===== config.mk =====
export PLATFORM = sky130hd
export DESIGN_NAME = rbnh_face_div
export DESIGN_NICKNAME = d
export VERILOG_FILES = /design/src/design/rbnh_pkg.sv /design/src/design/rbnh_face_div.sv
export SDC_FILE = /design/constraint.sdc
export NUM_CORES = 2
export LEC_CHECK = 0
export BUFFER_PORTS_ARGS = -buffer_cell sky130_fd_sc_hd__clkbuf_2
export CAP_MARGIN = 30
export CORE_ASPECT_RATIO = 0.6
export CORE_UTILIZATION = 30
export CTS_BUF_LIST = sky130_fd_sc_hd__clkbuf_4 sky130_fd_sc_hd__clkbuf_8
export CTS_CLUSTER_SIZE = 14
export DETAILED_ROUTE_END_ITERATION = 16
export GPL_ROUTABILITY_DRIVEN = 0
export GPL_TIMING_DRIVEN = 0
export HOLD_SLACK_MARGIN = 0.08
export SYNTH_ARGS = -nofsm -noshare
export SYNTH_HDL_FRONTEND = slang
export SYNTH_SLANG_ARGS = --single-unit

===== constraint.sdc =====
create_clock -name clk -period 5.95 [get_ports clk]
set_input_delay 0.595 -clock clk [delete_from_list [all_inputs] [get_ports clk]]
set_output_delay 0.595 -clock clk [all_outputs]
set_load 0.05 [all_outputs]

===== src/design/rbnh_pkg.sv =====
// rbnh_pkg: shared constants, register map and width helpers for ray_box_nearest_hit.
// No dependencies.
package rbnh_pkg;

  localparam int COORD_WIDTH_DEF = 32;
  localparam int FRAC_BITS_DEF   = 16;

  localparam int TOL_W       = 16;
  localparam logic [TOL_W-1:0] TOL_RESET = 16'd7;

  // quotient bits resolved per divider stage
  localparam int DIV_BITS = 2;

  localparam int NUM_AXES  = 3;
  localparam int NUM_FACES = 6;

  localparam int REG_IDX_W = 3;
  localparam logic [REG_IDX_W-1:0] REG_BOX_MIN_X = 3'd0;
  localparam logic [REG_IDX_W-1:0] REG_BOX_MIN_Y = 3'd1;
  localparam logic [REG_IDX_W-1:0] REG_BOX_MIN_Z = 3'd2;
  localparam logic [REG_IDX_W-1:0] REG_BOX_MAX_X = 3'd3;
  localparam logic [REG_IDX_W-1:0] REG_BOX_MAX_Y = 3'd4;
  localparam logic [REG_IDX_W-1:0] REG_BOX_MAX_Z = 3'd5;
  localparam logic [REG_IDX_W-1:0] REG_TOL       = 3'd6;

  function automatic int data_w(int cw);
    return (cw > 32) ? 64 : 32;
  endfunction

  function automatic int reg_shift(int cw);
    return (cw > 32) ? 3 : 2;
  endfunction

  function automatic int addr_w(int cw);
    return reg_shift(cw) + REG_IDX_W;
  endfunction

endpackage


===== src/design/rbnh_face_div.sv =====
// rbnh_face_div: per-face distance t = (plane - origin) * 2^FB / dir as a pipelined
// restoring divider with saturation and the face reject tests. Depends on rbnh_pkg.
module rbnh_face_div import rbnh_pkg::*; #(
  parameter int CW  = COORD_WIDTH_DEF,
  parameter int FB  = FRAC_BITS_DEF,
  parameter int BPS = DIV_BITS
) (
  input  logic                   clk,
  input  logic [(CW+BPS-1)/BPS+1:0] en,
  input  logic signed [CW-1:0]   plane,
  input  logic signed [CW-1:0]   org,
  input  logic signed [CW-1:0]   dir,
  input  logic [TOL_W-1:0]       tol,
  output logic [CW-2:0]          t,
  output logic                   keep
);

  localparam int NDS = (CW + BPS - 1) / BPS;
  localparam int NW  = CW + 1 + FB;
  localparam int WX  = (FB + 1 > CW + 1) ? FB + 1 : CW + 1;

  // prep
  logic signed [CW:0] num;
  logic [CW:0]        numabs;
  logic [CW-1:0]      dabs;
  logic [NW-1:0]      nfull;
  logic [WX-1:0]      hx;
  logic [WX-1:0]      dx;

  assign num    = (CW+1)'(plane) - (CW+1)'(org);
  assign numabs = num[CW] ? -num : num;
  assign dabs   = dir[CW-1] ? -dir : dir;
  assign nfull  = {numabs, {FB{1'b0}}};
  assign hx     = WX'(nfull[NW-1:CW]);
  assign dx     = WX'(dabs);

  logic [NW-1:0] n_q    [NDS+1];
  logic [CW-1:0] d_q    [NDS+1];
  logic [CW:0]   r_q    [NDS+1];
  logic [CW-1:0] q_q    [NDS+1];
  logic          ovf_q  [NDS+1];
  logic          neg_q  [NDS+1];
  logic          skip_q [NDS+1];

  always_ff @(posedge clk) begin
    if (en[0]) begin
      n_q[0]    <= nfull;
      d_q[0]    <= dabs;
      r_q[0]    <= hx[CW:0];
      q_q[0]    <= '0;
      ovf_q[0]  <= (hx >= dx);
      neg_q[0]  <= (num[CW] != dir[CW-1]) && (num != '0);
      skip_q[0] <= (dabs < CW'(tol)) || (dir == '0);
    end
  end

  for (genvar s = 0; s < NDS; s++) begin : g_stage
    logic [CW:0]   rc [BPS+1];
    logic [CW-1:0] qc [BPS+1];

    assign rc[0] = r_q[s];
    assign qc[0] = q_q[s];

    for (genvar j = 0; j < BPS; j++) begin : g_bit
      localparam int IDX = CW - 1 - s * BPS - j;
      if (IDX >= 0) begin : g_live
        logic [CW:0] rsh;
        logic        ge;
        assign rsh       = {rc[j][CW-1:0], n_q[s][IDX]};
        assign ge        = rsh >= {1'b0, d_q[s]};
        assign rc[j+1]   = ge ? rsh - {1'b0, d_q[s]} : rsh;
        assign qc[j+1]   = qc[j] | (CW'(ge) << IDX);
      end else begin : g_pass
        assign rc[j+1] = rc[j];
        assign qc[j+1] = qc[j];
      end
    end

    always_ff @(posedge clk) begin
      if (en[s+1]) begin
        n_q[s+1]    <= n_q[s];
        d_q[s+1]    <= d_q[s];
        r_q[s+1]    <= rc[BPS];
        q_q[s+1]    <= qc[BPS];
        ovf_q[s+1]  <= ovf_q[s];
        neg_q[s+1]  <= neg_q[s];
        skip_q[s+1] <= skip_q[s];
      end
    end
  end

  // saturate and reject
  logic [CW-1:0] qf;
  logic          ovf;
  logic          tge;
  logic          kill;
  logic [CW-2:0] tsat;

  assign qf   = q_q[NDS];
  assign ovf  = ovf_q[NDS];
  assign tge  = ovf || (qf >= CW'(tol));
  assign kill = skip_q[NDS] || (neg_q[NDS] && (ovf || qf != '0)) || !tge;
  assign tsat = (ovf || qf[CW-1]) ? {(CW-1){1'b1}} : qf[CW-2:0];

  always_ff @(posedge clk) begin
    if (en[NDS+1]) begin
      t    <= tsat;
      keep <= !kill;
    end
  end

endmodule


==> reports/results.ini <==
[placed_design]
port_buffers = 161
hpwl_um = 308000
dpl_cell_area_um2 = 116000
dp.cells = 15855

[yosys]
synth-simple-area-share_pct = 11.5
syn_inst = 10837
synth_area_leaders = edfxtp_1 (40%), ha_1 (13%), mux2_2 (5.4%)
synth_edf_count = 1436
synth_warnings = 0
synth_cell_types = 105
netlist.area_leader.share_pct = 39.9
synth_xor_area_share_pct = 7.19
synth_compound_area_share_pct = 18.7
synth_top_family_by_area = compound AO/OA/AOI/OAI gates
synthArstFlopShare_pct = 0
ys_seq_area_share_pct = 39.9
synth_flop_cell = edfxtp_1
yosys-mux-area-fraction_pct = 5.78
yosysTopAreaCell = edfxtp_1
syn_area_per_cell_um2 = 9.97
synth-seq-cells = 1436
syn-cell-area_um2 = 108000
synth_fa_ha_area_share_pct = 13.0
syn-num-nets = 12077

[clocking]
insertion_delay_ps = 1090
tritoncts.num_buffers = 248
cts_tree = done
h-tree-depth = 4
cts-root-buf = clkbuf_8
cts_num_sinks = 1436
cts_max_path_buffers = 4
clk_pin_slew_ps = 60

[timing]
holdWs_ps = 171
fin_skew_ps = 160
min_period_over_period_pct = 118
layout_setup_ws_ps = -1090
finalSetupViolCount = 493
relSlewSlack_pct = 18.9
slew_viol_final = 0
worstMarginPinSlew_ps = 1210
fmax_mhz = 142
hold_viol = 0
fin_crit_ps = 7040
rsz0062_at_grt = true

[final_layout]
fillCellCount = 35161
drive_gt1_share_pct = 20.6
fin_cells = 16730
syn2layout_area_growth_pct = 21.7
design_area_um2 = 132000
seqCellArea_um2 = 43100
nets = 12928
multi_input_area_um2 = 66400

[drt]
firstDrtPassIters = 12
routed_wl_um = 394000
num_vias = 92183
vias_per_cell = 5.51
drc = 21
wl_per_cell_um = 23.6
drt_iter0_drc = 12978
ant_nets = 0

[floorplanning]
die_area_um2 = 363000
fp.coreArea_um2 = 358000
start_util_pct = 30.2
placementRows = 170
io_pins = 163
fp.dieW_um = 777
die_h_um = 467

[setup_path]
regToRegStartpoint = d_q[0][206]
rr_worst_depth = 22
critPathArrivalTime_ps = 7750
worstSetupPathType = reg -> reg
crit_fanout = 14
r2r_slack_ps = -1090
critPathLaunch = d_q[0][206]
r2r-end = r_q[0][262]
worstSetupEndpoint = r_q[0][262]
required_ps = 6660
critPathCaptureType = register
start_kind = register

[global_routing]
track_usage_pct = 20.3
grt_max_degree = 90
antenna_found_initial = 34
grt_pass1_vias = 80739
grt_pass1_wl_um = 554000
grt_overflow = 0

[run_status]
status = finished with violations
violations = DRC, setup timing

[worst_hold_path]
min_path_type = in -> reg

[run]
max_cap_violations = 0

[critical path: stages, from the launching register on]
cell      delay [ps]
edfxtp_1         390
inv_2             70
ha_4             320
nand4_1          460
or4_1            650
or3_4            350
o31ai_4          240
o31ai_2          110
nand2_2          110
buf_12           160
buf_12           180
buf_12           160
mux2i_4          250
inv_2             70
ha_4             410
nand4_1          760
or4_1            710
o221a_2          260
o311a_1          130
o311ai_4         120
buf_6            230
buf_12           180
mux2_4           320
[cells in the final DEF, fill, tap and decap left out, types with 118 or more instances in the layout]
cell,Yosys,layout
mux2_2,520,477
a21o_1,482,479
nand4_1,153,153
nand2b_1,119,118
nor2_1,694,671
inv_1,863,818
xnor2_1,629,629
ha_1,1084,908
clkbuf_2,1,159
nand3_1,193,170
ha_4,0,125
a21oi_1,980,892
nand2_1,706,681
o21bai_1,140,135
buf_4,7,357
nor3_1,160,138
o21ai_0,655,546
edfxtp_1,1436,1436
xor2_1,259,259
o21a_1,151,147
clkbuf_8,0,264
[area by class of cell]
class                      count  area share (%)
timing repair buffer         625            4.13
sequential                  1436            32.8
tap                         4816            4.58
multi-input combinational   8312            50.5
buffer                       195            1.53
antenna                       26          0.0495
clock buffer                 297            2.88
clock inverter               153            1.03
inverter                     870            2.52
[synth_stat cells (all sizes together) (38+ instances only)]
library cell,instances
nor2,694
nand3,193
nor2b,120
o21ai,673
xor2,259
and3,88
inv,868
o21bai,140
buf,71
nor3,161
or2,38
o21a,151
or3,91
a21oi,984
nand4,154
nand2b,119
o211ai,50
edfxtp,1436
a31oi,107
xnor2,629
mux2i,38
o31ai,87
clkbuf,149
a211oi,102
a21o,482
mux2,521
ha,1084
nor4,57
nand2,706
and2,53
[worst min-delay path by stage]
stage	startpoint	endpoint	cells past startpoint
2_1_floorplan	n_q[0][65]	n_q[0][114]	0
3_3_place_gp	q_q[0][486]	q_q[0][518]	0
3_5_place_dp	n_q[0][114]	n_q[0][163]	0
4_1_cts	en[12]	d_q[0][386]	1
5_1_grt	en[12]	r_q[0][398]	1
6_report	en[9]	d_q[0][311]	1
[what timing repair did]
item / in CTS / in global routing
pin swaps: 132 / 239
setup buffers: 137 / 224
cloned: 5 / 13
endpoints found under the setup margin: 497 / 497
hold buffers: 46 / 0
gates resized for setup: 890 / 719
hold endpoints to repair: 161 / 0
[sequential cells by signal (all words and copies together), names as in the netlist]
| register | cells |
|---|---|
| t | 31 |
| q_q | 272 |
| n_q | 89 |
| r_q | 480 |
| keep | 1 |
| d_q | 512 |
| ovf_q | 17 |
| skip_q | 17 |
| neg_q | 17 |
[cells by family after synthesis]
logic type	after synthesis
flip-flops	1436
AND/OR/NAND/NOR	2576
XOR/XNOR	888
adder cells (fa/ha/maj)	1109
multiplexers	559
buffers and inverters	1090
AO/OA/AOI/OAI	3179
[layer usage]
| layer | part of all wire, % | track usage (%) |
|---|---|---|
| met2 | 31 | 21.2 |
| met1 | 50 | 34.1 |
| met5 | 0.18 | 0 |
| met4 | 1.4 | 3.04 |
| met3 | 18 | 10.4 |
[metrics by stage]
stage / setup slack, ps / utilization [%] / setup TNS [ps]
finish: -1090 / 36.7 / -267410
global route: -955 / 36.7 / -303080
CTS: -724 / 35.3 / -242850
detailed placement: -3970 / 32.3 / -1445190
global placement: -4280 / 32.1 / -1564710
floorplan: 0.665 / - / 0
Power is left out: the tool's default activity adds up to more than one toggle a clock period on the data nets, which glitch-free logic cannot reach.
