$ cat src/design/rbnh_pkg.sv
// rbnh_pkg: shared constants, register map and width helpers for ray_box_nearest_hit.
// No dependencies.
package rbnh_pkg;

  localparam int COORD_WIDTH_DEF = 32;
  localparam int FRAC_BITS_DEF   = 16;

  localparam int TOL_W       = 16;
  localparam logic [TOL_W-1:0] TOL_RESET = 16'd7;

  // quotient bits resolved per divider stage
  localparam int DIV_BITS = 2;

  localparam int NUM_AXES  = 3;
  localparam int NUM_FACES = 6;

  localparam int REG_IDX_W = 3;
  localparam logic [REG_IDX_W-1:0] REG_BOX_MIN_X = 3'd0;
  localparam logic [REG_IDX_W-1:0] REG_BOX_MIN_Y = 3'd1;
  localparam logic [REG_IDX_W-1:0] REG_BOX_MIN_Z = 3'd2;
  localparam logic [REG_IDX_W-1:0] REG_BOX_MAX_X = 3'd3;
  localparam logic [REG_IDX_W-1:0] REG_BOX_MAX_Y = 3'd4;
  localparam logic [REG_IDX_W-1:0] REG_BOX_MAX_Z = 3'd5;
  localparam logic [REG_IDX_W-1:0] REG_TOL       = 3'd6;

  function automatic int data_w(int cw);
    return (cw > 32) ? 64 : 32;
  endfunction

  function automatic int reg_shift(int cw);
    return (cw > 32) ? 3 : 2;
  endfunction

  function automatic int addr_w(int cw);
    return reg_shift(cw) + REG_IDX_W;
  endfunction

endpackage

$ cat src/design/rbnh_regs.sv
// rbnh_regs: APB-style configuration registers (box corners, tolerance).
// Depends on rbnh_pkg.
module rbnh_regs import rbnh_pkg::*; #(
  parameter int CW = COORD_WIDTH_DEF
) (
  input  logic                     clk,
  input  logic                     rst,
  input  logic                     psel,
  input  logic                     penable,
  input  logic                     pwrite,
  input  logic [addr_w(CW)-1:0]    paddr,
  input  logic [data_w(CW)-1:0]    pwdata,
  output logic [data_w(CW)-1:0]    prdata,
  output logic [CW-1:0]            box_min [NUM_AXES],
  output logic [CW-1:0]            box_max [NUM_AXES],
  output logic [TOL_W-1:0]         tolerance
);

  localparam int DW = data_w(CW);
  localparam int RS = reg_shift(CW);

  logic [REG_IDX_W-1:0] idx;
  logic                 wr;

  assign idx = paddr[RS +: REG_IDX_W];
  assign wr  = psel && penable && pwrite;

  always_ff @(posedge clk) begin
    if (rst) begin
      for (int k = 0; k < NUM_AXES; k++) begin
        box_min[k] <= '0;
        box_max[k] <= '0;
      end
      tolerance <= TOL_RESET;
    end else if (wr) begin
      unique case (idx)
        REG_BOX_MIN_X: box_min[0] <= pwdata[CW-1:0];
        REG_BOX_MIN_Y: box_min[1] <= pwdata[CW-1:0];
        REG_BOX_MIN_Z: box_min[2] <= pwdata[CW-1:0];
        REG_BOX_MAX_X: box_max[0] <= pwdata[CW-1:0];
        REG_BOX_MAX_Y: box_max[1] <= pwdata[CW-1:0];
        REG_BOX_MAX_Z: box_max[2] <= pwdata[CW-1:0];
        REG_TOL:       tolerance  <= pwdata[TOL_W-1:0];
        default: ;
      endcase
    end
  end

  always_comb begin
    unique case (idx)
      REG_BOX_MIN_X: prdata = DW'(box_min[0]);
      REG_BOX_MIN_Y: prdata = DW'(box_min[1]);
      REG_BOX_MIN_Z: prdata = DW'(box_min[2]);
      REG_BOX_MAX_X: prdata = DW'(box_max[0]);
      REG_BOX_MAX_Y: prdata = DW'(box_max[1]);
      REG_BOX_MAX_Z: prdata = DW'(box_max[2]);
      REG_TOL:       prdata = DW'(tolerance);
      default:       prdata = '0;
    endcase
  end

endmodule

$ cat config.mk
export PLATFORM = sky130hd
export DESIGN_NAME = rbnh_regs
export DESIGN_NICKNAME = d
export VERILOG_FILES = /design/src/design/rbnh_pkg.sv /design/src/design/rbnh_regs.sv
export SDC_FILE = /design/constraint.sdc
export NUM_CORES = 1
export LEC_CHECK = 0
export ABC_AREA = 1
export BUFFER_PORTS_ARGS = -buffer_cell sky130_fd_sc_hd__buf_2
export CAP_MARGIN = 20
export CORE_MARGIN = 4
export CORE_UTILIZATION = 30
export CTS_CLUSTER_DIAMETER = 50
export CTS_CLUSTER_SIZE = 28
export DETAILED_ROUTE_END_ITERATION = 12
export SLEW_MARGIN = 5
export SYNTH_ARGS = -nofsm -noshare
export SYNTH_HDL_FRONTEND = slang
export SYNTH_SLANG_ARGS = --single-unit
$ cat constraint.sdc
create_clock -name clk -period 1.3 [get_ports clk]
set_input_delay 0.195 -clock clk [delete_from_list [all_inputs] [get_ports clk]]
set_output_delay 0.195 -clock clk [all_outputs]
set_load 0.03 [all_outputs]
==> results.json, run 1 <==
{
  "status": "complete, but fails checks",
  "violations": "negative setup slack",
  "max_freq_ghz": 0.594,
  "setup_violations": 118,
  "port-buffer-count": 279,
  "fin_ws_ns": -0.383,
  "insertion_delay_ns": 0.54,
  "startpoint_type": "flip-flop",
  "arrival_ns": 1.49,
  "clk_pin_slew_ns": 0.06,
  "areaGrowthSynthToFinish_pct": 68.8,
  "dpl.hpwl_microns": 31300,
  "grt_pass1_vias": 11700,
  "nNetsFinal": 2085,
  "cap_violations": 0,
  "drt_first_iter_violations": 869,
  "syn_nets": 1679,
  "post-route-min-period_ns": 1.68,
  "num_vias": 12300,
  "dr.pass1.iters": 6,
  "cts_tree": "done",
  "io_pins": 282,
  "fp-row-count": 67,
  "grt_usage_pct": 23.4,
  "postRouteAntennaNets": 0,
  "core_area_sq_um": 33400,
  "rsz0062_at_grt": "true",
  "synthTopCellsByCount": "nor2_1, nand2_1, dfxtp_1",
  "hold_viol": 0,
  "final_cell_area_sq_um": 17100,
  "antenna-diode-count": 0,
  "final_layout_size_suffix_gt1_share_pct": 42.1,
  "use_met1_pct": 26.6,
  "path_max_fanout": 2,
  "initial_utilization_pct": 30.3,
  "overflow": 0,
  "final_max_slew_viol_count": 0,
  "cts_made_buffers": 29,
  "routedWlPerCell_microns": 18.2,
  "cp_data_required_time_ns": 1.11,
  "routabilityCongestion": 0.887,
  "cts_root_buf": "clkbuf_16",
  "syn_area_sq_um": 10100,
  "ys_top_cells_by_area": "dfxtp_1, nor2_1, nand2_1, nand3_1, nand4_1",
  "p_leak_nw": 7.87,
  "antenna_found_initial": 0,
  "grt_pass1_wl_microns": 67500,
  "dieHeight_microns": 192,
  "end_kind": "output pin",
  "fin_worst_skew_ns": 0,
  "yosysTopAreaCellShare_pct": 41.1,
  "critPathKind": "flip-flop to output pin",
  "max-slew-margin-rel_pct": 73.3,
  "period_share_pct": 129,
  "wirelength_microns": 45600,
  "syn_avg_cell_area_sq_um": 6.18,
  "die_area_sq_um": 36700,
  "fin_util_pct": 51.1,
  "nFillCells": 3138,
  "synth_cell_type_count": 17,
  "ys_seq_area_share_pct": 41.1,
  "critPathMaxStageDelay_ns": 0.32,
  "ys.flop_type": "dfxtp_1",
  "htreeDepth": 1,
  "grt_max_degree": 50,
  "path_cells": "nand4_1 -> nand2_1 -> nor2_1 -> buf_4 -> nand2_2 -> buf_6",
  "tightestPinTransition_ns": 0.400,
  "viasPerCell": 4.89,
  "hold_path_class": "input port to flip-flop",
  "drc_errors": 0,
  "synth_edf_count": 0,
  "ys_warn_count": 0,
  "cts_sinks": 208,
  "ys_async_sr_fraction_pct": 0,
  "die-width_microns": 192,
  "synth.most_common_cell": "nor2_1",
  "slowest_stage": "dfxtp_2",
  "power_density_nw_per_um2": 996,
  "yosysTopAreaCell": "dfxtp_1",
  "ys_ff_latch": 208,
  "place_area_sq_um": 12800,
  "busiest_layer": "met2",
  "use_met3_pct": 5.76,
  "cts_max_path_buffers": 3,
  "ir_worst_vdd_v": 0.00102,
  "syn_inst": 1637,
  "met2_usage_pct": 41.8
}
==> flip-flops by register name, indices dropped and copies added (netlist names) <==
name / flops
box_min: 96
tolerance: 16
box_max: 96
==> through the flow <==
step / setup slack, ns / setup TNS [ns] / total power, mW / hold slack (ns) / instances
global placement: -0.336 / -38.89 / 8.31 / 0.444 / 2352
floorplan: -0.0225 / -0.0238 / 7.61 / 0.321 / 1637
finish: -0.383 / -11.39 / 17.0 / 0.0916 / 2514
detailed placement: -0.340 / -43.55 / 8.32 / 0.451 / 2352
CTS: -0.381 / -12.45 / 17.0 / 0.0734 / 2481
global route: -0.442 / -15.78 / 17.6 / 0.0905 / 2514
==> cell usage in the layout, fill, tap and decap left out, types with 2 or more instances in the layout <==
cell type	count
clkbuf_4	5
clkbuf_8	4
nand2_2	55
nand3_1	176
clkinv_4	3
nand3_2	24
inv_8	4
dfxtp_4	10
bufinv_16	4
nor2_2	22
nor2_4	23
inv_6	6
dfxtp_1	14
nand2_1	416
buf_4	128
buf_12	30
buf_6	277
buf_2	36
clkbuf_16	30
dfxtp_2	184
nor2_1	445
inv_1	65
dlygate4sd3_1	4
buf_8	15
nand4_1	73
o21ai_0	3
inv_4	2
clkinvlp_4	5
==> kinds of logic after synthesis <==
logic type	share of synthesized area (%)
buffers and inverters	8.29
AND/OR/NAND/NOR	50.4
AO/OA/AOI/OAI	0.148
flip-flops	41.1
==> timing repair <==
action	CTS	global route
setup endpoints to repair	240	185
endpoints found under the hold margin	3	0
cloned	0	1
pin swaps	120	61
gates resized for setup	701	195
buffers inserted	75	68
hold buffers	4	0
==> path summary, 6_finish.rpt <==
kind,startpoint,end,slack (ns),cells past startpoint
worst max-delay path,box_max[14]$_SDFFE_PP0P_,prdata[14],-0.38,6
worst min-delay path,pwdata[27],box_max[27]$_SDFFE_PP0P_,0.09,5
worst max register to register,box_max[15]$_SDFFE_PP0P_,box_max[15]$_SDFFE_PP0P_,0.27,6
worst min register to register,box_max[18]$_SDFFE_PP0P_,box_max[18]$_SDFFE_PP0P_,0.50,2
==> layout make-up <==
type	count	area [sq um]	area share (%)
clock inverter	20	264	1.55
clock buffer	34	785	4.59
tap	448	561	3.28
sequential	208	4430	25.9
timing repair buffer	496	5190	30.4
multi-input combinational	1238	5580	32.6
inverter	70	278	1.63
==> per-layer routing <==
layer / up-vias / share of wire (%)
li1: 5952 / -
met1: 5687 / 37
met2: 552 / 50
met3: 104 / 8.9
met4: 0 / 4.7
met5: - / 0
==> critical path, delay by kind of cell, from the launching register on <==
family	cells	cell delay (ns)
simple gates	4	0.34
buf+inv	2	0.27
flops	1	0.32
==> report_power, final <==
| part | internal, mW | switching (mW) | total (mW) |
|---|---|---|---|
| sequential | 6.45 | 0.0844 | 6.54 |
| clock | 5.21 | 3.34 | 8.55 |
| combinational | 0.721 | 1.21 | 1.93 |
| total | 12.4 | 4.64 | 17.0 |
(Power assumes the default switching activity.)
==> run 2: changes to the inputs <==
- CORE_UTILIZATION: 30 -> 40
==> run 2 against run 1 <==
  * The run still ends with negative setup slack left
  * Combinational power decreased by 3%
  * Power rose by 0.36%
  * First-iteration DRC count is 1.2% lower
  * Fmax grew 2.8%
  * Wire length down 7.4%
  * Count of clock-buffer cells in the layout shrank 2
  * Cell count down 6.2%
  * Register-to-register slack improved by 0.11 ns
  * Clock power rose by 1%
  * Critical endpoint is now prdata[12]
  * Largest cell class unchanged
  * Global-route usage rose by 4.8 points
==> results.json, run 2 (synthesized netlist as in run 1, its figures left out) <==
{
  "status": "complete, but fails checks",
  "violations": "negative setup slack",
  "p_comb_share_pct": 11.0,
  "dpl.hpwl_microns": 28400,
  "cts_tree": "done",
  "fin_ws_ns": -0.337,
  "nFillCells": 2140,
  "clkPwrFrac_pct": 50.7,
  "final_cell_area_sq_um": 16300,
  "insertion_delay_ns": 0.52,
  "dr.pass1.iters": 6,
  "cp_data_required_time_ns": 1.11,
  "startpoint_type": "flip-flop",
  "totalNegativeSetupSlack_ns": -8.90,
  "hold_viol": 0,
  "period_share_pct": 126,
  "seq_area_sq_um": 4360,
  "critPathKind": "flip-flop to output pin",
  "drt_first_iter_violations": 859,
  "top_regs": "box_max x96, box_min x96, tolerance x16",
  "max-slew-margin-rel_pct": 73.9,
  "overflow": 0,
  "final_layout_size_suffix_gt1_share_pct": 38.7,
  "die-width_microns": 167,
  "grt_max_degree": 62,
  "io_pins": 282,
  "ir_worst_vdd_v": 0.000928,
  "grt_pass1_vias": 11200,
  "postRouteAntennaNets": 0,
  "antenna_found_initial": 2,
  "cts_made_buffers": 29,
  "drc_errors": 0,
  "fp-row-count": 57,
  "grt_pass1_wl_microns": 63500,
  "dp.cells": 2214,
  "grt_usage_pct": 28.2,
  "power_density_nw_per_um2": 1050,
  "cts_max_path_buffers": 3,
  "cts_sinks": 208,
  "die_area_sq_um": 27900,
  "whs_ns": 0.0807,
  "multiInputGateArea_sq_um": 5530,
  "path_max_fanout": 2,
  "fin_worst_skew_ns": 0,
  "cts_root_buf": "clkbuf_16",
  "max_freq_ghz": 0.611,
  "tightestPinTransition_ns": 0.391,
  "initial_utilization_pct": 41.1,
  "end_kind": "output pin",
  "cap_violations": 0,
  "mostFrequentLayoutCells": "nor2_1, nand2_1, buf_6",
  "final_max_slew_viol_count": 0,
  "p_leak_nw": 7.65,
  "p_seq_share_pct": 38.3,
  "p_switching_mw": 4.37,
  "clk_pin_slew_ns": 0.05,
  "core_area_sq_um": 24600,
  "p_sw_share_pct": 25.6,
  "p_int_mw": 12.7,
  "rsz0062_at_grt": "true",
  "arrival_ns": 1.44,
  "num_vias": 12000,
  "areaGrowthSynthToFinish_pct": 61.2,
  "wirelength_microns": 42300,
  "htreeDepth": 1,
  "layout_commonest_cell": "nor2_1",
  "routedWlPerCell_microns": 17.9,
  "place_area_sq_um": 12600,
  "viasPerCell": 5.09,
  "hold_path_class": "input port to flip-flop",
  "routabilityCongestion": 0.911,
  "setup_violations": 53,
  "final_cell_count_no_fill": 2358,
  "port-buffer-count": 279,
  "post-route-min-period_ns": 1.64,
  "nNetsFinal": 2054,
  "dieHeight_microns": 167
}
run 2: changes by cell type in the layout (fill, tap and decap cells not counted), sizes merged:
cell	change
buf	-36
bufinv	+3
clkbuf	+3
clkinv	+2
clkinvlp	-2
diode	+1
inv	-3
run 2: area by class of cell:
type / instances / area share, %
Tap cell: 324 / 2.48
Antenna cell: 1 / 0.0153
Clock inverter: 20 / 1.89
Multi-Input combinational cell: 1238 / 33.9
Timing Repair Buffer: 465 / 28.8
Sequential cell: 208 / 26.7
Clock buffer: 32 / 4.58
Inverter: 70 / 1.69
run 2: final timing paths:
check	slack [ns]	startpoint	to	cells past startpoint
hold / removal	0.08	pwdata[31]	box_max[95]$_SDFFE_PP0P_	5
hold reg to reg	0.48	tolerance[8]$_SDFFE_PP0P_	tolerance[8]$_SDFFE_PP0P_	2
setup reg to reg	0.38	box_max[3]$_SDFFE_PP0P_	box_max[3]$_SDFFE_PP0P_	5
setup / recovery	-0.34	box_max[12]$_SDFFE_PP0P_	prdata[12]	6
run 2: metal layers:
layer  global-route usage (%)  share of wire, %
met5                        0             0.028
met4                     13.4               5.5
met2                     49.3                49
met3                     5.26               7.1
met1                     33.3                38
run 2: power by group through the flow:
| stage | registers, mW | logic, mW | clock network (mW) |
|---|---|---|---|
| 2_1_floorplan | 6.82 | 0.792 | 0 |
| 3_3_place_gp | 6.67 | 1.62 | 0 |
| 3_5_place_dp | 6.67 | 1.63 | 0 |
| 4_1_cts | 6.53 | 1.80 | 8.79 |
| 5_1_grt | 6.54 | 2.01 | 9.07 |
| 6_report | 6.54 | 1.88 | 8.67 |
run 2: critical path: stages (launching register included):
cell and delay, ns:
dfxtp_2 0.34, nand4_1 0.08, nand2_1 0.12, nor2_1 0.05, buf_4 0.14, nand2_2 0.06
buf_6 0.12
run 2: timing repair:
item                                    CTS  global route
hold buffers                              4             0
resized for setup                       569           187
endpoints found under the hold margin     4             0
setup buffers                            58            52
cloned                                    0             1
endpoints found under the setup margin  215           147
pin swaps                               106            65
run 2: metrics by stage:
stage	total power, mW	utilization, %	worst slack [ns]
after global placement	8.28	51.1	-0.284
after detailed placement	8.30	51.1	-0.287
final	17.1	66.3	-0.337
after floorplan	7.61	-	-0.0225
after CTS	17.1	63.5	-0.351
after global routing	17.6	66.3	-0.378
