--- src/design/rbnh_pkg.sv ---
// rbnh_pkg: shared constants, register map and width helpers for ray_box_nearest_hit.
// No dependencies.
package rbnh_pkg;

  localparam int COORD_WIDTH_DEF = 32;
  localparam int FRAC_BITS_DEF   = 16;

  localparam int TOL_W       = 16;
  localparam logic [TOL_W-1:0] TOL_RESET = 16'd7;

  // quotient bits resolved per divider stage
  localparam int DIV_BITS = 2;

  localparam int NUM_AXES  = 3;
  localparam int NUM_FACES = 6;

  localparam int REG_IDX_W = 3;
  localparam logic [REG_IDX_W-1:0] REG_BOX_MIN_X = 3'd0;
  localparam logic [REG_IDX_W-1:0] REG_BOX_MIN_Y = 3'd1;
  localparam logic [REG_IDX_W-1:0] REG_BOX_MIN_Z = 3'd2;
  localparam logic [REG_IDX_W-1:0] REG_BOX_MAX_X = 3'd3;
  localparam logic [REG_IDX_W-1:0] REG_BOX_MAX_Y = 3'd4;
  localparam logic [REG_IDX_W-1:0] REG_BOX_MAX_Z = 3'd5;
  localparam logic [REG_IDX_W-1:0] REG_TOL       = 3'd6;

  function automatic int data_w(int cw);
    return (cw > 32) ? 64 : 32;
  endfunction

  function automatic int reg_shift(int cw);
    return (cw > 32) ? 3 : 2;
  endfunction

  function automatic int addr_w(int cw);
    return reg_shift(cw) + REG_IDX_W;
  endfunction

endpackage

--- src/design/rbnh_min_sel.sv ---
// rbnh_min_sel: nearest of the six face candidates, two registered stages;
// the second is the output register. Depends on rbnh_pkg.
module rbnh_min_sel import rbnh_pkg::*; #(
  parameter int CW = COORD_WIDTH_DEF
) (
  input  logic          clk,
  input  logic [1:0]    en,
  input  logic          cv [NUM_FACES],
  input  logic [CW-2:0] ct [NUM_FACES],
  output logic          hit,
  output logic [CW-2:0] t_hit
);

  localparam int NP = NUM_FACES / 2;

  logic          pv   [NP];
  logic [CW-2:0] pt   [NP];
  logic          pv_q [NP];
  logic [CW-2:0] pt_q [NP];

  for (genvar i = 0; i < NP; i++) begin : g_pair
    logic take_a;
    assign take_a = cv[2*i] && (!cv[2*i+1] || ct[2*i] <= ct[2*i+1]);
    assign pv[i]  = cv[2*i] || cv[2*i+1];
    assign pt[i]  = take_a ? ct[2*i] : ct[2*i+1];
  end

  always_ff @(posedge clk) begin
    if (en[0]) begin
      pv_q <= pv;
      pt_q <= pt;
    end
  end

  logic          bv;
  logic [CW-2:0] bt;

  always_comb begin
    bv = 1'b0;
    bt = '0;
    for (int i = 0; i < NP; i++) begin
      if (pv_q[i] && (!bv || pt_q[i] < bt)) begin
        bv = 1'b1;
        bt = pt_q[i];
      end
    end
  end

  always_ff @(posedge clk) begin
    if (en[1]) begin
      hit   <= bv;
      t_hit <= bv ? bt : '0;
    end
  end

endmodule

--- config.mk ---
export PLATFORM = sky130hd
export DESIGN_NAME = rbnh_min_sel
export DESIGN_NICKNAME = d
export VERILOG_FILES = /design/src/design/rbnh_pkg.sv /design/src/design/rbnh_min_sel.sv
export SDC_FILE = /design/constraint.sdc
export NUM_CORES = 1
export LEC_CHECK = 0
export BUFFER_PORTS_ARGS = -buffer_cell sky130_fd_sc_hd__buf_2
export CORE_MARGIN = 8
export CORE_UTILIZATION = 28
export DETAILED_ROUTE_END_ITERATION = 8
export GPL_TIMING_DRIVEN = 0
export SETUP_SLACK_MARGIN = 0.5
export SLEW_MARGIN = 20
export SYNTH_ARGS = -nofsm -noshare
export SYNTH_HDL_FRONTEND = slang
export SYNTH_SLANG_ARGS = --single-unit
--- constraint.sdc ---
create_clock -name clk -period 14.9 [get_ports clk]
set_input_delay 0.745 -clock clk [delete_from_list [all_inputs] [get_ports clk]]
set_output_delay 0.745 -clock clk [all_outputs]
set_load 0.1 [all_outputs]
==> metrics.md, run 1 <==
| Metric | Value |
|---|---|
| Area contributors post-synth | `edfxtp_1, ha_1, mux2_2` |
| Wire length of the first global-routing pass | `52,070 um` |
| Number of placed I/O pins | `227` |
| Quantity of gates resized following cts | `0` |
| Synth Area per Inst | `10.08 um2` |
| Placed Instances | `1,785` |
| Total Die Area | `44,210 um2` |
| Count of buffers from port buffering | `225` |
| Largest family of logic cells by synthesized area | `adder cells` |
| Commonest non-fill, non-tap cell in the layout | `buf_2` |
| Flip-flop and latch count after synthesis | `128` |
| Simple-Gate Fraction of Synth Area | `10.87%` |
| Height of the die | `210.3 um` |
| Unrepaired setup endpoints after global routing | `no` |
| P per Cell Area | `109.2 nW/um2` |
| Post-synth design cell area | `around 11,000 um2` |
| Clk pin slew, worst setup/hold paths | `0.06 ns` |
| CTS tree | `yes` |
| Share of cells above drive strength 1 | `28.56%` |
| Number of enable flip-flop cells after synthesis | `approximately 130` |
| Cell type group with the largest total delay on the critical path | `compound AO/OA/AOI/OAI gates` |
| Hold-fix buffers at CTS | `0` |
| Cell count after synthesis | `1,048` |
| Worst reg2reg setup slack | `8.82 ns` |
| Arithmetic-cell share of the synthesized area counting full adders, half adders and majority gates | `18.12%` |
| Clock root buffer | `clkbuf_16` |
| Primary flip-flop cell chosen by synthesis mapping | `edfxtp_1` |
| Crit start category | `flip-flop` |
| DRC violations left | `0` |
| Area leader, netlist | `edfxtp_1` |
| Number of buffers on the longest clock path | `2` |
| Count of unique library cells instantiated by Yosys | `53` |
| Xor/xnor share of the synthesized area | `0%` |
| Worst hold path startpoint | `pt_q[9]$_DFFE_PP_` |
| Starting utilization of the core area | `~28%` |
| Area share of the leading cell type in the synthesized netlist | `36.38%` |
| Worst-Margin Slew | `0.7591 ns` |
| Endpoint of the lowest-slack register-to-register path | `t_hit[11]$_SDFFCE_PN0P_` |
| Accumulated negative setup slack | `0 ns` |
| Master of the slowest instance on the critical path | `nor4_1` |
| Synth Area in Compound Gates | `17.14%` |
| Share of async-settable or async-resettable flops after synthesis | `0%` |
| Initial DRT Pass Iterations | `5` |
| Post-Syn Nets | `1,396` |
| Static Leak | `5.894 nW` |
| Top library cells by usage in the layout, fill and taps aside | `buf_2, ha_1, inv_1, edfxtp_1, nand2_1` |
| Path type of the worst min-delay path | `reg2reg` |
| Largest net degree at the start of global routing | `60` |
| Slew Viols, Final | `0` |
| Final standard cell area without fillers | `12,920 um2` |
| Skew-Pair Late Insertion Delay | `between 0.4 and 0.5 ns` |
| Buffers plus inverters on the worst setup path | `5` |
| Multiplexer share of the synthesized area | `9.912%` |
| Aggregate routed wire length | `34,170 um` |
| Initial antenna violation count | `7` |
| Core Box Area | `37,400 um2` |
| Hold Path Depth | `2` |
| Hold path endpoint | `t_hit[9]$_SDFFCE_PN0P_` |
| Deepest level of the CTS H-tree | `4` |
| Cell row count | `71` |
| Largest stage delay on the critical path | `0.45 ns` |
| Via count normalized by instance count | `4.952` |
| ANT nets after route | `0` |
| Worst VDD drop | `76.95 uV` |
| Worst-case clock skew | `0.006977 ns` |
| Portion of the post-synthesis area used by sequential elements | `36.38%` |
| Number of cells on the worst reg-to-reg path | `22` |
| Worst-path maximum fanout | `10` |
| Relative slew slack | `roughly 50%` |
| Total number of vias | `~9,000` |
| Half-perimeter wire length of the detailed placement result | `around 29,000 um` |
| R2r startpoint | `pv_q[2]$_DFFE_PP_` |
| Die X-Extent | `about 210 um` |
| Data arrival time of the critical path | `just over 6 ns` |
| Worst path required time | `15.05 ns` |
| Count of clock tree sinks | `128` |
| Global routing usage summed across all routing layers | `15.24%` |
| Portion of the clock cycle consumed by the worst path in the final layout | `40.78%` |
| Cell area after placement | `12,360 um2` |
| Number of post-CTS setup repair buffers | `0` |
| Placer Congestion | `0.8653` |
| Total global routing overflow | `0` |
| Area growth, synth to finish | `22.26%` |
| Worst Path Class, Setup | `reg2reg` |
| Number of DRC violations after detailed-routing iteration 0 | `542` |
| Run status | `complete, no violations` |
| CP endpoint kind | `flip-flop` |
| Fmax | `approximately 160 MHz` |
| Clock buffers created by TritonCTS | `17` |
| Count of nets after finishing | `between 1,500 and 2,000` |
| Max cap viols | `0` |
| Post-route insts no fill | `~1,800` |
| Cells traversed along the worst timing path | `buf_2, clkbuf_1, nand2_1, ha_1, nand4_1, nor4_1, o221ai_1, a31oi_2, o21ai_1, nand2_1, buf_4, mux2_2, ha_1, a21o_1, a21o_1, a211oi_1, o21ai_0, o21ai_0, a22o_1, buf_4, dlygate4sd1_1, o31ai_1` |
| Hold Fails Final Rpt | `0` |
| Number of endpoints failing setup at the final stage | `0` |
| Hold Worst Slack | `0.6092 ns` |
| Warnings, synthesis | `0` |
| Minimum period implied by the final worst setup slack | `6.076 ns` |
| Average wire length per cell after detail routing | `approximately 19 um` |
| Number of global-route vias before repair | `9,377` |
==> cell families after synthesis <==
kind of cell / Yosys count
buffers and inverters: 182
AND/OR/NAND/NOR: 230
multiplexers: 93
flip-flops: 128
AO/OA/AOI/OAI: 262
adder cells (fa/ha/maj): 153
==> final cells by class <==
type | count | area (um2)
Fill cell | 3817 | 24480
Multi-Input combinational cell | 738 | 5921
Sequential cell | 128 | 3844
Timing Repair Buffer | 226 | 1160
Tap cell | 511 | 639.4
Inverter | 130 | 488.0
Clock buffer | 18 | 429.2
Buffer | 52 | 312.8
Clock inverter | 14 | 118.9
Antenna cell | 2 | 5.005
==> how the worst max path moves through the flow <==
stage	startpoint	to	depth (start not counted)	slack (ns)
after global routing	pv_q[2]$_DFFE_PP_	t_hit[11]$_SDFFCE_PN0P_	22	8.41
final	pv_q[2]$_DFFE_PP_	t_hit[11]$_SDFFCE_PN0P_	22	8.82
after global placement	pv_q[2]$_DFFE_PP_	t_hit[11]$_SDFFCE_PN0P_	22	8.89
after detailed placement	pv_q[2]$_DFFE_PP_	t_hit[11]$_SDFFCE_PN0P_	22	8.85
after CTS	pv_q[2]$_DFFE_PP_	t_hit[11]$_SDFFCE_PN0P_	22	8.83
after floorplan	pv_q[2]$_DFFE_PP_	t_hit[0]$_SDFFCE_PN0P_	21	10.20
==> report_power, final <==
part,switching (mW),internal (mW)
logic,0.356,0.182
clock network,0.155,0.228
registers,0.0276,0.462
==> sequential cells by signal (all words and copies together) (netlist names) <==
register / flops
t_hit: 31
hit: 1
pv_q: 3
pt_q: 93
==> worst register-to-register path: cells and delay by family (launching register included) <==
kind	cells	cell delay, ns
mux	1	0.41
compound gates	10	2.03
fa+ha+maj	2	0.67
buf+inv	5	1.42
simple gates	4	0.97
flops	1	0.31
==> synth_stat cells, types with 4 or more instances <==
cell type	instances
a21oi_1	37
clkbuf_1	28
o21ai_1	4
o21ai_0	55
nand3_1	42
edfxtp_1	128
mux2_2	82
or2_2	5
buf_2	10
inv_1	130
buf_6	4
nand2_1	84
mux2_1	11
nor4_1	6
ha_1	153
a21o_1	36
o21a_1	8
nor3_1	8
nor2b_1	4
o31ai_1	32
a2bb2oi_1	31
nand4_1	25
or3_1	33
nor2_1	14
o211ai_1	31
==> routing by layer <==
| metal | global-route usage, % | vias up | routed length, um |
|---|---|---|---|
| met5 | 0 | - | 43 |
| met4 | 6.027 | 6 | 1076 |
| met3 | 3.371 | 54 | 1817 |
| met2 | 25.83 | 248 | 16450 |
| met1 | 18.62 | 4274 | 14790 |
| li1 | - | 4426 | - |
==> through the flow <==
stage / worst slack, ns / util, % / total power [mW]
3_5_place_dp: 8.854 / 33.06 / 1.033
2_1_floorplan: 10.20 / - / 0.8702
4_1_cts: 8.834 / 34.53 / 1.423
3_3_place_gp: 8.892 / 32.97 / 1.027
6_report: 8.824 / 34.54 / 1.410
5_1_grt: 8.408 / 34.53 / 1.489
(Power assumes the default switching activity.)
==> run 2, diff against run 1 <==
==> constraint.sdc (replaced) <==
create_clock -name clk -period 5.4 [get_ports clk]
set_input_delay 0.27 -clock clk [delete_from_list [all_inputs] [get_ports clk]]
set_output_delay 0.27 -clock clk [all_outputs]
set_load 0.1 [all_outputs]
==> run 2 against run 1 <==
  * Flip-flop and latch count stayed put
  * Die area stayed put
  * Utilization is 2.5 points higher
  * Power grew to 2.9 times the previous value
  * Sequential power grew to 2.8 times the previous value
  * Register-to-register slack worse by 8.2 ns
  * Critical path type unchanged
  * Critical endpoint is now t_hit[0]$_SDFFCE_PN0P_
  * Largest power group unchanged
==> metrics.md, run 2 (same netlist as run 1, synthesis figures left out) <==
| Metric | Value |
|---|---|
| Run status | `complete, no violations` |
| Worst VDD drop | `219.5 uV` |
| Worst reg2reg setup slack | `~0.64 ns` |
| Clock network fraction of design power | `25.5%` |
| Wire length of the first global-routing pass | `~53,000 um` |
| CTS tree | `yes` |
| Slew Viols, Final | `0` |
| Largest reg by FF count | `pt_q` |
| Number of placed I/O pins | `227` |
| Clock root buffer | `clkbuf_16` |
| Worst-path maximum fanout | `7` |
| Total number of vias | `9,176` |
| Skew-Pair Late Insertion Delay | `0.42 ns` |
| Number of fill cells in the layout | `3,738` |
| Data arrival time of the critical path | `4.94 ns` |
| Max cap viols | `0` |
| Worst-Margin Slew | `between 0.7 and 0.8 ns` |
| Placer Congestion | `0.8653` |
| Die X-Extent | `210.3 um` |
| Worst hold path startpoint | `cv[4]` |
| Post-Route Utilization | `37.01%` |
| Commonest non-fill, non-tap cell in the layout | `buf_2` |
| Count of nets after finishing | `1,667` |
| Number of global-route vias before repair | `about 9,500` |
| Portion of the clock cycle consumed by the worst path in the final layout | `88.24%` |
| Hold-fix buffers at CTS | `0` |
| Top library cells by usage in the layout, fill and taps aside | `buf_2, inv_1, ha_1, edfxtp_1, nand2_1` |
| Via count normalized by instance count | `about 5.0` |
| Cells traversed along the worst timing path | `buf_6, buf_8, nand2_2, ha_4, nand4_1, nor4_4, o221ai_2, a31oi_2, o21ai_1, nand2_2, buf_8, mux2_2, ha_1, a211oi_2, o21a_1, nor3_2, o21a_1, o21ai_2, o311a_1, buf_6, nor2_4, mux2_2` |
| P per Cell Area | `300.0 nW/um2` |
| Switching power | `1.603 mW` |
| Crit start category | `flip-flop` |
| Number of endpoints failing setup at the final stage | `0` |
| Number of flip-flops in the largest register | `93` |
| Initial antenna violation count | `7` |
| Net switching fraction of the power | `slightly below 40%` |
| Deepest level of the CTS H-tree | `4` |
| Height of the die | `about 210 um` |
| Accumulated negative setup slack | `0 ns` |
| Unrepaired setup endpoints after global routing | `yes` |
| Cell row count | `71` |
| Count of clock tree sinks | `128` |
| Path type of the worst min-delay path | `in2reg` |
| Number of cells on the worst reg-to-reg path | `22` |
| Regs by FF count | `pt_q (93), t_hit (31), pv_q (3)` |
| Number of DRC violations after detailed-routing iteration 0 | `between 500 and 600` |
| Worst path required time | `5.57 ns` |
| Hold Fails Final Rpt | `0` |
| Static Leak | `roughly 6.2 nW` |
| ANT nets after route | `0` |
| Largest net degree at the start of global routing | `60` |
| Fmax | `209.9 MHz` |
| Half-perimeter wire length of the detailed placement result | `28,780 um` |
| Largest stage delay on the critical path | `0.38 ns` |
| Master of the slowest instance on the critical path | `nor4_4` |
| Logic gate share of total power | `41.6%` |
| Internal | `2.550 mW` |
| R2r startpoint | `pv_q[2]$_DFFE_PP_` |
| Buffers plus inverters on the worst setup path | `4` |
| Hold path endpoint | `pv_q[2]$_DFFE_PP_` |
| Clk pin slew, worst setup/hold paths | `0.06 ns` |
| Area growth, synth to finish | `31.00%` |
| Relative slew slack | `approximately half` |
| Endpoint of the lowest-slack register-to-register path | `t_hit[0]$_SDFFCE_PN0P_` |
| Worst-case clock skew | `0.008863 ns` |
| Total global routing overflow | `0` |
| Minimum period implied by the final worst setup slack | `4.765 ns` |
| Clock buffers created by TritonCTS | `17` |
| Core Box Area | `around 37,000 um2` |
| Global routing usage summed across all routing layers | `15.36%` |
| Aggregate routed wire length | `35,590 um` |
| Total Die Area | `around 44,000 um2` |
| DRC violations left | `0` |
| Average wire length per cell after detail routing | `19.28 um` |
| Share of cells above drive strength 1 | `a little over a third` |
| CP endpoint kind | `flip-flop` |
| Count of buffers from port buffering | `225` |
| Hold Path Depth | `2` |
| Share of total power in sequential cells | `between 30 and 40%` |
| Worst Path Class, Setup | `reg2reg` |
| Initial DRT Pass Iterations | `6` |
| Starting utilization of the core area | `28.25%` |
| Number of buffers on the longest clock path | `2` |
| Cell type group with the largest total delay on the critical path | `compound AO/OA/AOI/OAI gates` |
==> run 2: cell count changes in the layout (fill, tap and decap cells not counted), moves of 17 or more <==
cell / delta
o21ai_0: -35
ha_1: -23
ha_4: +22
buf_4: +20
mux2_2: -19
mux2_4: +19
o21ai_1: +17
o21ai_2: +17
==> run 2: what timing repair did <==
| item | CTS | global route |
|---|---|---|
| resized for setup | 41 | 135 |
| buffers inserted | 5 | 19 |
| gates cloned | 0 | 2 |
| hold endpoints to repair | 0 | 0 |
| setup endpoints to repair | 31 | 31 |
| pin swaps | 5 | 18 |
==> run 2: routing by layer <==
metal / up-vias / part of all wire [%] / track usage, %
met5: - / 0.12 / 0
met4: 6 / 2.6 / 5.638
met3: 50 / 4.5 / 3.609
met2: 206 / 49 / 26.09
met1: 4428 / 44 / 18.78
li1: 4486 / - / -
==> run 2: worst max path at each step <==
| stage | from | end | slack, ns | depth (start not counted) |
|---|---|---|---|---|
| after floorplan | pv_q[2]$_DFFE_PP_ | t_hit[0]$_SDFFCE_PN0P_ | 0.70 | 21 |
| after global placement | pv_q[2]$_DFFE_PP_ | t_hit[11]$_SDFFCE_PN0P_ | -0.61 | 22 |
| after detailed placement | pv_q[2]$_DFFE_PP_ | t_hit[11]$_SDFFCE_PN0P_ | -0.65 | 22 |
| after CTS | pv_q[2]$_DFFE_PP_ | t_hit[0]$_SDFFCE_PN0P_ | 0.50 | 21 |
| after global routing | pv_q[2]$_DFFE_PP_ | t_hit[28]$_SDFFCE_PN0P_ | 0.40 | 23 |
| final | pv_q[2]$_DFFE_PP_ | t_hit[0]$_SDFFCE_PN0P_ | 0.64 | 22 |
==> run 2: final cells by class <==
type,count,area [um2],share of cell area (%)
tap,511,639.4,4.619
antenna,3,7.507,0.05424
clock buffer,18,429.2,3.101
inverter,130,488.0,3.526
buffer,52,381.6,2.757
clock inverter,14,118.9,0.8588
timing repair buffer,252,1401,10.12
sequential,128,3844,27.77
multi-input combinational,738,6531,47.19
==> run 2: worst register-to-register path, delay by kind of cell (launching register included) <==
kind                     cells  cell delay (ns)
AO/OA/AOI/OAI                8             1.40
AND/OR/NAND/NOR              6             0.94
multiplexers                 2             0.64
buffers and inverters        4             0.60
adder cells (fa/ha/maj)      2             0.59
flip-flops                   1             0.34
==> run 2: through the flow <==
step / hold WS [ns] / total power, mW / instances / area [um2] / worst slack [ns]
floorplan: 0.3825 / 2.401 / 1048 / 10570 / 0.6957
global placement: 0.5732 / 2.834 / 1784 / 12330 / -0.6080
detailed placement: 0.5716 / 2.851 / 1785 / 12360 / -0.6465
CTS: 0.1228 / 3.964 / 1822 / 13100 / 0.5005
global route: 0.1228 / 4.370 / 1844 / 13840 / 0.4014
finish: 0.1409 / 4.153 / 1846 / 13840 / 0.6350
==> run 2: power groups by stage <==
stage	registers (mW)	logic (mW)	clock network, mW
3_5_place_dp	1.37	1.48	0
6_report	1.37	1.73	1.06
2_1_floorplan	1.70	0.697	0
4_1_cts	1.36	1.53	1.08
3_3_place_gp	1.37	1.46	0
5_1_grt	1.38	1.86	1.13
==> run 3, diff against run 2 <==
==> constraint.sdc (replaced) <==
create_clock -name clk -period 4.7 [get_ports clk]
set_input_delay 0.235 -clock clk [delete_from_list [all_inputs] [get_ports clk]]
set_output_delay 0.235 -clock clk [all_outputs]
set_load 0.1 [all_outputs]
==> run 3 against run 2 <==
  * The flow now finishes with violations (negative setup slack)
  * Global-route usage is 0.13 points lower
  * Die area stayed put
  * Flip-flop and latch count stayed put
  * First-iteration DRC count is 35% lower
  * Clock-buffer cell count stayed put
  * Utilization is 0.69 points higher
  * Sequential share of layout area is 0.51 points lower
  * Clock power is 20% higher
  * Critical path type unchanged
  * Largest power group unchanged
==> metrics.md, run 3 (same netlist as run 1, synthesis figures left out) <==
| Metric | Value |
|---|---|
| Run status | `finished, violations left` |
| Failing checks | `negative setup slack` |
| Net switching fraction of the power | `38.41%` |
| Number of endpoints failing setup at the final stage | `31` |
| Initial DRT Pass Iterations | `5` |
| Placer Congestion | `0.8440` |
| Half-perimeter wire length of the detailed placement result | `around 28,000 um` |
| Worst path required time | `a little under 5 ns` |
| Clock network fraction of design power | `26.0%` |
| Via count normalized by instance count | `about 5` |
| Number of DRC violations after detailed-routing iteration 0 | `368` |
| Relative slew slack | `45.70%` |
| Initial antenna violation count | `4` |
| Internal | `approximately 3 mW` |
| Placed Instances | `1,785` |
| Cell row count | `71` |
| Max cap viols | `0` |
| Clock buffers created by TritonCTS | `17` |
| Worst setup margin | `-0.2248 ns` |
| Count of nets after finishing | `1,667` |
| Number of global-route vias before repair | `9,497` |
| Core Box Area | `37,400 um2` |
| CP endpoint kind | `flip-flop` |
| Largest reg by FF count | `pt_q` |
| CTS tree | `yes` |
| Master of the slowest instance on the critical path | `nor4_4` |
| Count of buffers from port buffering | `roughly 230` |
| Worst-Margin Slew | `0.8019 ns` |
| Hold-fix buffers at CTS | `0` |
| Number of flip-flops in the largest register | `93` |
| R2r startpoint | `pv_q[2]$_DFFE_PP_` |
| Commonest non-fill, non-tap cell in the layout | `buf_2` |
| Cell area after placement | `12,670 um2` |
| Static Leak | `6.332 nW` |
| Fmax | `roughly 200 MHz` |
| Post-Route Utilization | `37.69%` |
| Share of cells above drive strength 1 | `37.34%` |
| Launching element of the worst setup path | `pv_q[2]$_DFFE_PP_` |
| Regs by FF count | `pt_q (93), t_hit (31), pv_q (3)` |
| Number of placed I/O pins | `227` |
| Cell type group with the largest total delay on the critical path | `simple AND/OR/NAND/NOR gates` |
| Unrepaired setup endpoints after global routing | `yes` |
| Area growth, synth to finish | `33.43%` |
| Number of buffers on the longest clock path | `2` |
| Skew-Pair Late Insertion Delay | `0.44 ns` |
| Data arrival time of the critical path | `approximately 5.2 ns` |
| Final standard cell area without fillers | `14,100 um2` |
| Clk pin slew, worst setup/hold paths | `approximately 0.06 ns` |
| Crit start category | `flip-flop` |
| Path type of the worst min-delay path | `in2reg` |
| Largest stage delay on the critical path | `0.45 ns` |
| Portion of the clock cycle consumed by the worst path in the final layout | `104.8%` |
| Cells traversed along the worst timing path | `buf_6, clkbuf_16, nand2_4, ha_4, nand4_1, nor4_4, o221ai_2, a31oi_2, o21ai_1, nand2_2, buf_12, buf_8, mux2_4, ha_4, nand4_1, or2_4, nor2_4, nand3_2, o311a_1, buf_8, buf_8, o31ai_4` |
| Hold Fails Final Rpt | `0` |
| Buffers plus inverters on the worst setup path | `6` |
| Logic gate share of total power | `41.9%` |
| Deepest level of the CTS H-tree | `4` |
| Total number of vias | `9,115` |
| Starting utilization of the core area | `roughly 28%` |
| Worst Path Class, Setup | `reg2reg` |
| Global routing usage summed across all routing layers | `between 10% and 20%` |
| Slew Viols, Final | `0` |
| Average wire length per cell after detail routing | `roughly 19 um` |
| Height of the die | `210.3 um` |
| Total global routing overflow | `0` |
| Post-route insts no fill | `1,846` |
| Share of total power in sequential cells | `32.0%` |
| Minimum period implied by the final worst setup slack | `4.925 ns` |
| P per Cell Area | `346.9 nW/um2` |
| Clock root buffer | `clkbuf_16` |
| Cell occurring most often along the worst timing path | `buf_8` |
| Wire length of the first global-routing pass | `52,220 um` |
| Worst-case clock skew | `0.01135 ns` |
| Count of clock tree sinks | `about 130` |
| Worst-path maximum fanout | `10` |
| Top library cells by usage in the layout, fill and taps aside | `buf_2, inv_1, ha_1, edfxtp_1, nand2_1` |
| Die X-Extent | `210.3 um` |
| Total power draw | `about 4.9 mW` |
| Switching power | `about 1.9 mW` |
| DRC violations left | `0` |
| ANT nets after route | `0` |
| Aggregate routed wire length | `roughly 35,000 um` |
| Worst hold path startpoint | `cv[5]` |
| Largest net degree at the start of global routing | `67` |
| Worst VDD drop | `about 210 uV` |
| Total Die Area | `44,210 um2` |
## run 3: worst reg2reg max path, cell delays in order, from the launching register on
cell and delay, ns:
edfxtp_1 0.34, buf_6 0.15, clkbuf_16 0.17, nand2_4 0.06, ha_4 0.26, nand4_1 0.16, nor4_4 0.45, o221ai_2 0.18
a31oi_2 0.19, o21ai_1 0.09, nand2_2 0.14, buf_12 0.13, buf_8 0.13, mux2_4 0.34, ha_4 0.27, nand4_1 0.15
or2_4 0.29, nor2_4 0.13, nand3_2 0.07, o311a_1 0.36, buf_8 0.17, buf_8 0.16, o31ai_4 0.31
## run 3: cell type report
class	count	area, um2
Clock inverter	13	122.6
Timing Repair Buffer	252	1430
Antenna cell	4	10.01
Inverter	130	488.0
Sequential cell	128	3844
Multi-Input combinational cell	738	6700
Buffer	52	434.2
Fill cell	3718	23300
Clock buffer	18	429.2
Tap cell	511	639.4
## run 3: worst paths after layout
check	endpoint	slack, ns	cells past startpoint
max	t_hit[13]$_SDFFCE_PN0P_	-0.22	22
min	pv_q[2]$_DFFE_PP_	0.09	2
max reg2reg	t_hit[13]$_SDFFCE_PN0P_	-0.22	22
min reg2reg	t_hit[6]$_SDFFCE_PN0P_	0.61	2
## run 3: stage by stage
stage	setup TNS [ns]	hold slack, ns	setup WS, ns
6_report	-5.610	0.09357	-0.2248
5_1_grt	-12.01	0.08232	-0.4339
4_1_cts	-2.776	0.08067	-0.1325
3_5_place_dp	-24.72	0.5380	-1.044
3_3_place_gp	-23.47	0.5381	-1.019
2_1_floorplan	0	0.3475	0.4856
## run 3: layer usage
metal / global-route usage [%] / vias to the layer above / wire length [um]
li1: - / 4479 / -
met1: 18.65 / 4374 / 15120
met2: 26.19 / 216 / 16980
met3: 3.713 / 44 / 1814
met4: 4.593 / 2 / 777
met5: 0 / - / 10
## run 3: power by group through the flow
stage,clock (mW),combinational [mW],sequential [mW]
after floorplan,0,0.862,1.97
after global placement,0,1.75,1.57
after detailed placement,0,1.77,1.57
after CTS,1.30,1.95,1.56
after global routing,1.35,2.23,1.58
final,1.27,2.05,1.57
## run 3: repair_timing
action	CTS	global route
gates cloned	3	2
setup buffers	16	5
pin swaps	11	22
setup endpoints to repair	31	31
gates resized for setup	91	56
hold endpoints to repair	0	0
